==> config.mk <==
export PLATFORM = sky130hd
export DESIGN_NAME = nmm_fmul
export DESIGN_NICKNAME = d
export VERILOG_FILES = /design/src/rtl/neuron_mac_momentum_update_macros.svh /design/src/rtl/nmm_pkg.sv /design/src/rtl/nmm_fmul.sv
export SDC_FILE = /design/constraint.sdc
export NUM_CORES = 2
export LEC_CHECK = 0
export BUFFER_PORTS_ARGS = -buffer_cell sky130_fd_sc_hd__buf_2
export CORE_UTILIZATION = 45
export CTS_CLUSTER_DIAMETER = 200
export DETAILED_ROUTE_END_ITERATION = 6
export PLACE_DENSITY = 0.58
export SLEW_MARGIN = 5
export SYNTH_ARGS = -nofsm -noshare
export SYNTH_HDL_FRONTEND = slang
export SYNTH_SLANG_ARGS = --single-unit
==> constraint.sdc <==
create_clock -name clk -period 10.5 [get_ports clk]
set_clock_uncertainty 0.05 [all_clocks]
set_input_delay 1.575 -clock clk [delete_from_list [all_inputs] [get_ports clk]]
set_output_delay 1.575 -clock clk [all_outputs]
set_load 0.03 [all_outputs]
==> src/rtl/neuron_mac_momentum_update_macros.svh <==
// Assertion macros shared by the neuron RTL.
`ifndef NEURON_MAC_MOMENTUM_UPDATE_MACROS_SVH
`define NEURON_MAC_MOMENTUM_UPDATE_MACROS_SVH
`ifndef SYNTHESIS
// Same-cycle implication, sampled on clk and disabled during reset.
`define NMM_ASSERT_IMPLY(label, ante, cons) \
    label: assert property (@(posedge clk) disable iff (!rst_n) (ante) |-> (cons)) \
        else $error("neuron assertion failed");
// Next-cycle implication, sampled on clk and disabled during reset.
`define NMM_ASSERT_NEXT(label, ante, cons) \
    label: assert property (@(posedge clk) disable iff (!rst_n) (ante) |=> (cons)) \
        else $error("neuron assertion failed");
`else
`define NMM_ASSERT_IMPLY(label, ante, cons)
`define NMM_ASSERT_NEXT(label, ante, cons)
`endif
`endif

==> src/rtl/nmm_pkg.sv <==
// Package with types, constants and fixed-point helpers for the neuron.
`default_nettype none
package nmm_pkg;

    localparam int MAX_INPUTS = 256;
    localparam int ADDR_W     = $clog2(MAX_INPUTS);
    localparam int FRAC_BITS  = 16;
    localparam int DATA_W     = 32;
    localparam int MUL_W      = DATA_W + 1;
    localparam int PROD_W     = 2 * MUL_W;
    localparam int RATE_W     = 17;
    localparam int ACT_W      = 9;
    localparam int CFG_IDX_W  = 2;
    localparam int CFG_DATA_W = 17;

    localparam logic [RATE_W-1:0] LR_RESET     = RATE_W'(6554);
    localparam logic [RATE_W-1:0] MOM_RESET    = '0;
    localparam logic [ACT_W-1:0]  ACTIVE_RESET = ACT_W'(256);

    localparam logic signed [DATA_W-1:0] DATA_MAX = 32'sh7FFF_FFFF;
    localparam logic signed [DATA_W-1:0] DATA_MIN = 32'sh8000_0000;
    localparam logic signed [DATA_W-1:0] FIX_ONE  = DATA_W'(1) << FRAC_BITS;

    typedef enum logic [2:0] {
        FUNC_LOAD_W = 3'd0,
        FUNC_LOAD_B = 3'd1,
        FUNC_ACC    = 3'd2,
        FUNC_ADD_B  = 3'd3,
        FUNC_ERROR  = 3'd4,
        FUNC_UPD_W  = 3'd5,
        FUNC_UPD_B  = 3'd6
    } func_t;

    typedef enum logic [CFG_IDX_W-1:0] {
        CFG_LR     = 2'd0,
        CFG_MOM    = 2'd1,
        CFG_ACTIVE = 2'd2
    } cfg_idx_t;

    typedef enum logic [2:0] {
        ST_IDLE,
        ST_READ,
        ST_MUL1,
        ST_MUL2,
        ST_MUL3,
        ST_WRITE,
        ST_DONE
    } state_t;

    typedef struct packed {
        logic [2:0]               func;
        logic [ADDR_W-1:0]        index;
        logic signed [DATA_W-1:0] operand;
        logic                     last;
    } item_t;

    typedef struct packed {
        logic signed [DATA_W-1:0] neuron_value;
        logic signed [DATA_W-1:0] error_delta;
        logic signed [DATA_W-1:0] weight_now;
        logic                     size_mismatch;
    } result_t;

    typedef struct packed {
        logic                     en;
        logic [ADDR_W-1:0]        addr;
        logic signed [DATA_W-1:0] weight;
        logic signed [DATA_W-1:0] momentum;
    } store_wr_t;

    function automatic logic signed [DATA_W-1:0] sat_add(
        input logic signed [DATA_W-1:0] a,
        input logic signed [DATA_W-1:0] b
    );
        logic signed [DATA_W:0] s;
        s = {a[DATA_W-1], a} + {b[DATA_W-1], b};
        if (s[DATA_W] != s[DATA_W-1]) begin
            return s[DATA_W] ? DATA_MIN : DATA_MAX;
        end
        return s[DATA_W-1:0];
    endfunction

    function automatic logic signed [DATA_W-1:0] sat_sub(
        input logic signed [DATA_W-1:0] a,
        input logic signed [DATA_W-1:0] b
    );
        logic signed [DATA_W:0] s;
        s = {a[DATA_W-1], a} - {b[DATA_W-1], b};
        if (s[DATA_W] != s[DATA_W-1]) begin
            return s[DATA_W] ? DATA_MIN : DATA_MAX;
        end
        return s[DATA_W-1:0];
    endfunction

    // Arithmetic shift floors the product; the result then saturates.
    function automatic logic signed [DATA_W-1:0] fix_scale(
        input logic signed [PROD_W-1:0] p
    );
        logic signed [PROD_W-1:0] sh;
        sh = p >>> FRAC_BITS;
        if ((&sh[PROD_W-1:DATA_W-1]) || !(|sh[PROD_W-1:DATA_W-1])) begin
            return sh[DATA_W-1:0];
        end
        return sh[PROD_W-1] ? DATA_MIN : DATA_MAX;
    endfunction

    function automatic logic signed [MUL_W-1:0] sx_mul(input logic signed [DATA_W-1:0] a);
        return {a[DATA_W-1], a};
    endfunction

    function automatic logic signed [MUL_W-1:0] zx_mul(input logic [RATE_W-1:0] a);
        return {{(MUL_W-RATE_W){1'b0}}, a};
    endfunction

endpackage
`default_nettype wire

==> src/rtl/nmm_fmul.sv <==
// Shared fixed-point multiplier: registered product, floor shift and saturation.
`default_nettype none
module nmm_fmul
    import nmm_pkg::*;
(
    input  wire logic                    clk,
    input  wire logic signed [MUL_W-1:0] a,
    input  wire logic signed [MUL_W-1:0] b,
    output logic signed [DATA_W-1:0]     res
);

    logic signed [PROD_W-1:0] prod_reg;

    always_ff @(posedge clk)
    begin
        prod_reg <= PROD_W'(a) * PROD_W'(b);
    end

    assign res = fix_scale(prod_reg);

endmodule
`default_nettype wire

After elaboration in Yosys (flattened, before gate mapping):

Index checks and enable logic that the tools add are counted.
Widths: inputs -> output; s select.

* word-level logic and storage cells: 10
* flip-flop bits (word level): 66
* output and inout port bits: 32

* reduce and logical (&&, ||, !) cells: 4
* mux-type cells: 4
* $mul: 1

Operator list (number)
* $mux 32: 3
* $mul 33x33->66: 1
* $reduce_and 19->1: 1
* $reduce_or 19->1: 1
* $logic_not 1->1: 1
* $logic_or 1x1->1: 1
* $mux 1: 1

Longest topological paths before layout:

* depth in word-level cells: 5
* gate-level depth with buffers: 30
* mapped depth without buffers: 28

Worst setup path after synthesis:

Ideal clock, no wire load.

* path kind: input-to-reg
* start point: in a[32]
* end point: reg prod_reg[65]
* data required time: 10.330 ns
* library setup time: 0.120 ns
* path slack: 1.219 ns
* cell stages on the path: 26
* arrival: 9.112 ns
* cell sequence: clkbuf_1 -> nand2_1 -> inv_1 -> fa_1 -> inv_1 -> fa_1 -> inv_1 -> fa_1 -> inv_1 -> fa_1 -> inv_1 -> fa_1 -> fa_1 -> fa_1 -> inv_1 -> fa_1 -> inv_1 -> ha_1 -> a21o_1 -> a21o_1 -> a21oi_1 -> nor2b_2 -> a221oi_4 -> o21ai_2 -> nor2_1 -> a211o_1

* longest elaborated chain between the ends: 1

Ends and longest elaborated chain
* from (decl): RTL line nmm_fmul.sv:7 `input wire logic signed [MUL_W-1:0] a,`
* $mul 33x33->66: RTL line nmm_fmul.sv:16 `prod_reg <= PROD_W'(a) * PROD_W'(b);`
* to (signal assigned): RTL line nmm_fmul.sv:16
* to (decl): RTL line nmm_fmul.sv:12 `logic signed [PROD_W-1:0] prod_reg;`

Every way passes these cells.

Worst setup path after layout:

* start point: in b[18]
* end point: reg prod_reg[49]

* longest elaborated chain between the ends: 1

Ends and longest elaborated chain
* from (decl): RTL line nmm_fmul.sv:8 `input wire logic signed [MUL_W-1:0] b,`
* $mul 33x33->66: RTL line nmm_fmul.sv:16

Every way passes these cells.

==> results by group <==
Routing
  • Met1 WL: 43300 um
  • Met2 routed WL: 58800 um
  • Vias per inst: 5.11
  • Iteration-0 DRC Markers: 1416
  • Residual DRC: 0
  • Routed len/inst: 21.3 um
  • Met3 wire length: 4650 um
  • Wirelength, routed: 113000 um
  • Initial DRT Pass Iterations: 5
  • Uppermost layer routed: met5
  • Antenna Nets Post-Route: 0
  • Via count: 27000

Critical path
  • Top cell by count, worst path: fa_1
  • Startpoint class of the critical path: input pin
  • CP Class: input pin to flip-flop
  • CP required: 10640 ps
  • Crit path capture type: flip-flop
  • Crit path DAT: 9590 ps
  • Max incr delay on CP: 680 ps
  • Crit path max fanout: 26
  • Slowest library cell on the worst path: buf_2

Clocking
  • CTS Sinks: 50
  • TritonCTS clock tree: yes
  • CTS root buffer: clkbuf_16
  • CTS clk-pin slew, worst paths: 70 ps
  • Total CTS buffers: 5
  • Post-CTS Setup Inserts: 0
  • CTS Hold Bufs: 0
  • Cts repair resizes: 0
  • H-Tree Depth: 2
  • Clk buf depth: 2

STA
  • Worst rel slew slack: 24.0%
  • Final hold vios: 0
  • Fmax: 0.106 GHz
  • Setup TNS: 0 ps
  • Slew @ Worst Pin: 1140 ps
  • Tmin final: 9450 ps
  • Fin crit share: 90.0%
  • Max-slew violation count: 0
  • RSZ-0062 raised after global routing: no
  • Final Setup Violations: 0

Placed design
  • GP Congestion: 0.892
  • HPWL after detailed placement: 91000 um
  • PortBufs: 98

Synth
  • Post-synthesis instance area: 39500 sq um
  • Ys flop type: dfxtp_1
  • Sequential element share of the synthesized area: 2.54%
  • Async SR Flop Fraction: 0%
  • Synth cell types: 63
  • Yosys warnings: 0
  • Synth Instances: 4185
  • Synth Register Bits: 50
  • Post-synth EDFFs: 0
  • Syn Nets: 5608
  • Synth Area per Inst: 9.43 sq um

Global route
  • Antenna violations before repair: 4
  • First-pass GRT wire length: 181000 um
  • GRT Util Overall: 27.0%
  • Vias in the first global route: 31200
  • Largest net degree at the start of global routing: 34
  • Grt total ovfl: 0

Final layout
  • Nets: 5552
  • Share of cells above drive strength 1: 4.24%
  • Number of flip-flops in the largest register: 50
  • Area Growth Syn to Fin: 4.28%
  • Multi-input gate area: 33500 sq um
  • Storage cell area: 1000 sq um
  • Filler instances: 8355

Floorplan
  • Starting density of the core: 45.4%
  • Die height: 298 um
  • DIE AREA: 88900 sq um
  • FP Rows: 108
  • I/O pin count: 99
  • Die Wd: 298 um
  • Core Box Area: 86900 sq um

Flow run
  • Max-Cap Viols: 0

Worst hold path
  • HP Class: input pin to flip-flop

Outcome
  • Outcome: finished, final reports clean
[kinds of logic after synthesis]
kind of cell	Yosys count	share of synthesized area [%]
flip-flops	50	2.54
adder cells (fa/ha/maj)	1356	64.7
AO/OA/AOI/OAI	181	3.29
XOR/XNOR	66	1.46
AND/OR/NAND/NOR	1196	15.3
buffers and inverters	1336	12.7
[routing by layer]
layer  global-route usage [%]  vias to the layer above
met2                     49.5                      728
met4                     11.3                        2
met1                     32.5                    14400
met3                     2.28                      229
li1                         -                    11700
met5                        0                        -
[metrics by stage]
stage          util [%]  hold slack, ps  area, sq um  worst slack [ps]  cells
2_1_floorplan         -            2030        39500              1220   4185
3_3_place_gp       47.2            2090        41000               930   5277
3_5_place_dp       47.2            2100        41000               802   5277
4_1_cts            47.4            2370        41200              1110   5285
5_1_grt            47.4            2450        41200               709   5286
6_report           47.4            2390        41200              1050   5287
[final timing paths]
kind / startpoint / endpoint / slack [ps] / cells past startpoint
worst min-delay path: b[0] / prod_reg[16] / 2390 / 6
worst max-delay path: b[18] / prod_reg[49] / 1050 / 27
[synth_stat cells, drive strengths merged (2+ instances only)]
master | instances | area (sq um)
a211o | 2 | 17.5
a211oi | 5 | 42.5
a21o | 63 | 473
a21oi | 45 | 248
a221o | 2 | 20.0
a221oi | 2 | 35.0
a311oi | 2 | 17.5
a31oi | 7 | 58.8
and2 | 542 | 3390
and3 | 5 | 36.3
and4 | 3 | 26.3
clkbuf | 207 | 777
dfxtp | 50 | 1000
fa | 1144 | 22900
ha | 212 | 2650
inv | 1128 | 4230
nand2 | 538 | 2020
nand2b | 10 | 62.6
nand3 | 11 | 55.1
nand4 | 16 | 115
nand4b | 2 | 17.5
nor2 | 49 | 184
nor2b | 5 | 33.8
nor3 | 4 | 20.0
nor4 | 7 | 43.8
o211ai | 2 | 15.0
o21a | 3 | 22.5
o21ai | 24 | 131
o21bai | 3 | 26.3
o221ai | 2 | 23.8
o22ai | 4 | 31.3
o31a | 2 | 17.5
o31ai | 2 | 15.0
or4 | 2 | 15.0
xnor2 | 40 | 350
xor2 | 26 | 228
[final cells by class]
cell class              instances  area share, %
multi-input cells            2799           81.3
inverters                    1128           10.3
well taps                    1155           3.51
flip-flops and latches         50           2.43
repair buffers                145           2.05
clock buffers                   5          0.304
clock inverters                 3          0.106
diodes                          2         0.0122
[layout by cell type (no fill, tap or decap), types with 4 or more instances in the layout]
| cell | n |
|---|---|
| nor2_1 | 48 |
| and2_1 | 542 |
| a21o_1 | 63 |
| buf_4 | 47 |
| nand2b_1 | 10 |
| nand2_1 | 538 |
| inv_1 | 1127 |
| clkbuf_16 | 5 |
| nand3_1 | 11 |
| a21oi_1 | 41 |
| xnor2_1 | 40 |
| nand4_1 | 15 |
| dfxtp_1 | 50 |
| xor2_1 | 26 |
| o21ai_1 | 7 |
| and3_1 | 4 |
| fa_1 | 1144 |
| buf_2 | 98 |
| a211oi_1 | 4 |
| nor4_1 | 7 |
| ha_1 | 212 |
| o21ai_0 | 14 |
| a31oi_1 | 6 |
| nor3_1 | 4 |
| nor2b_1 | 4 |
[critical path, delay by kind of cell]
kind | cells | cell delay (ps)
buffers and inverters | 7 | 1170
adder cells (fa/ha/maj) | 9 | 4570
AND/OR/NAND/NOR | 1 | 180
AO/OA/AOI/OAI | 9 | 1920
XOR/XNOR | 1 | 140
Power is left out: the tool's default activity adds up to more than one toggle a clock period on the data nets, which glitch-free logic cannot reach.
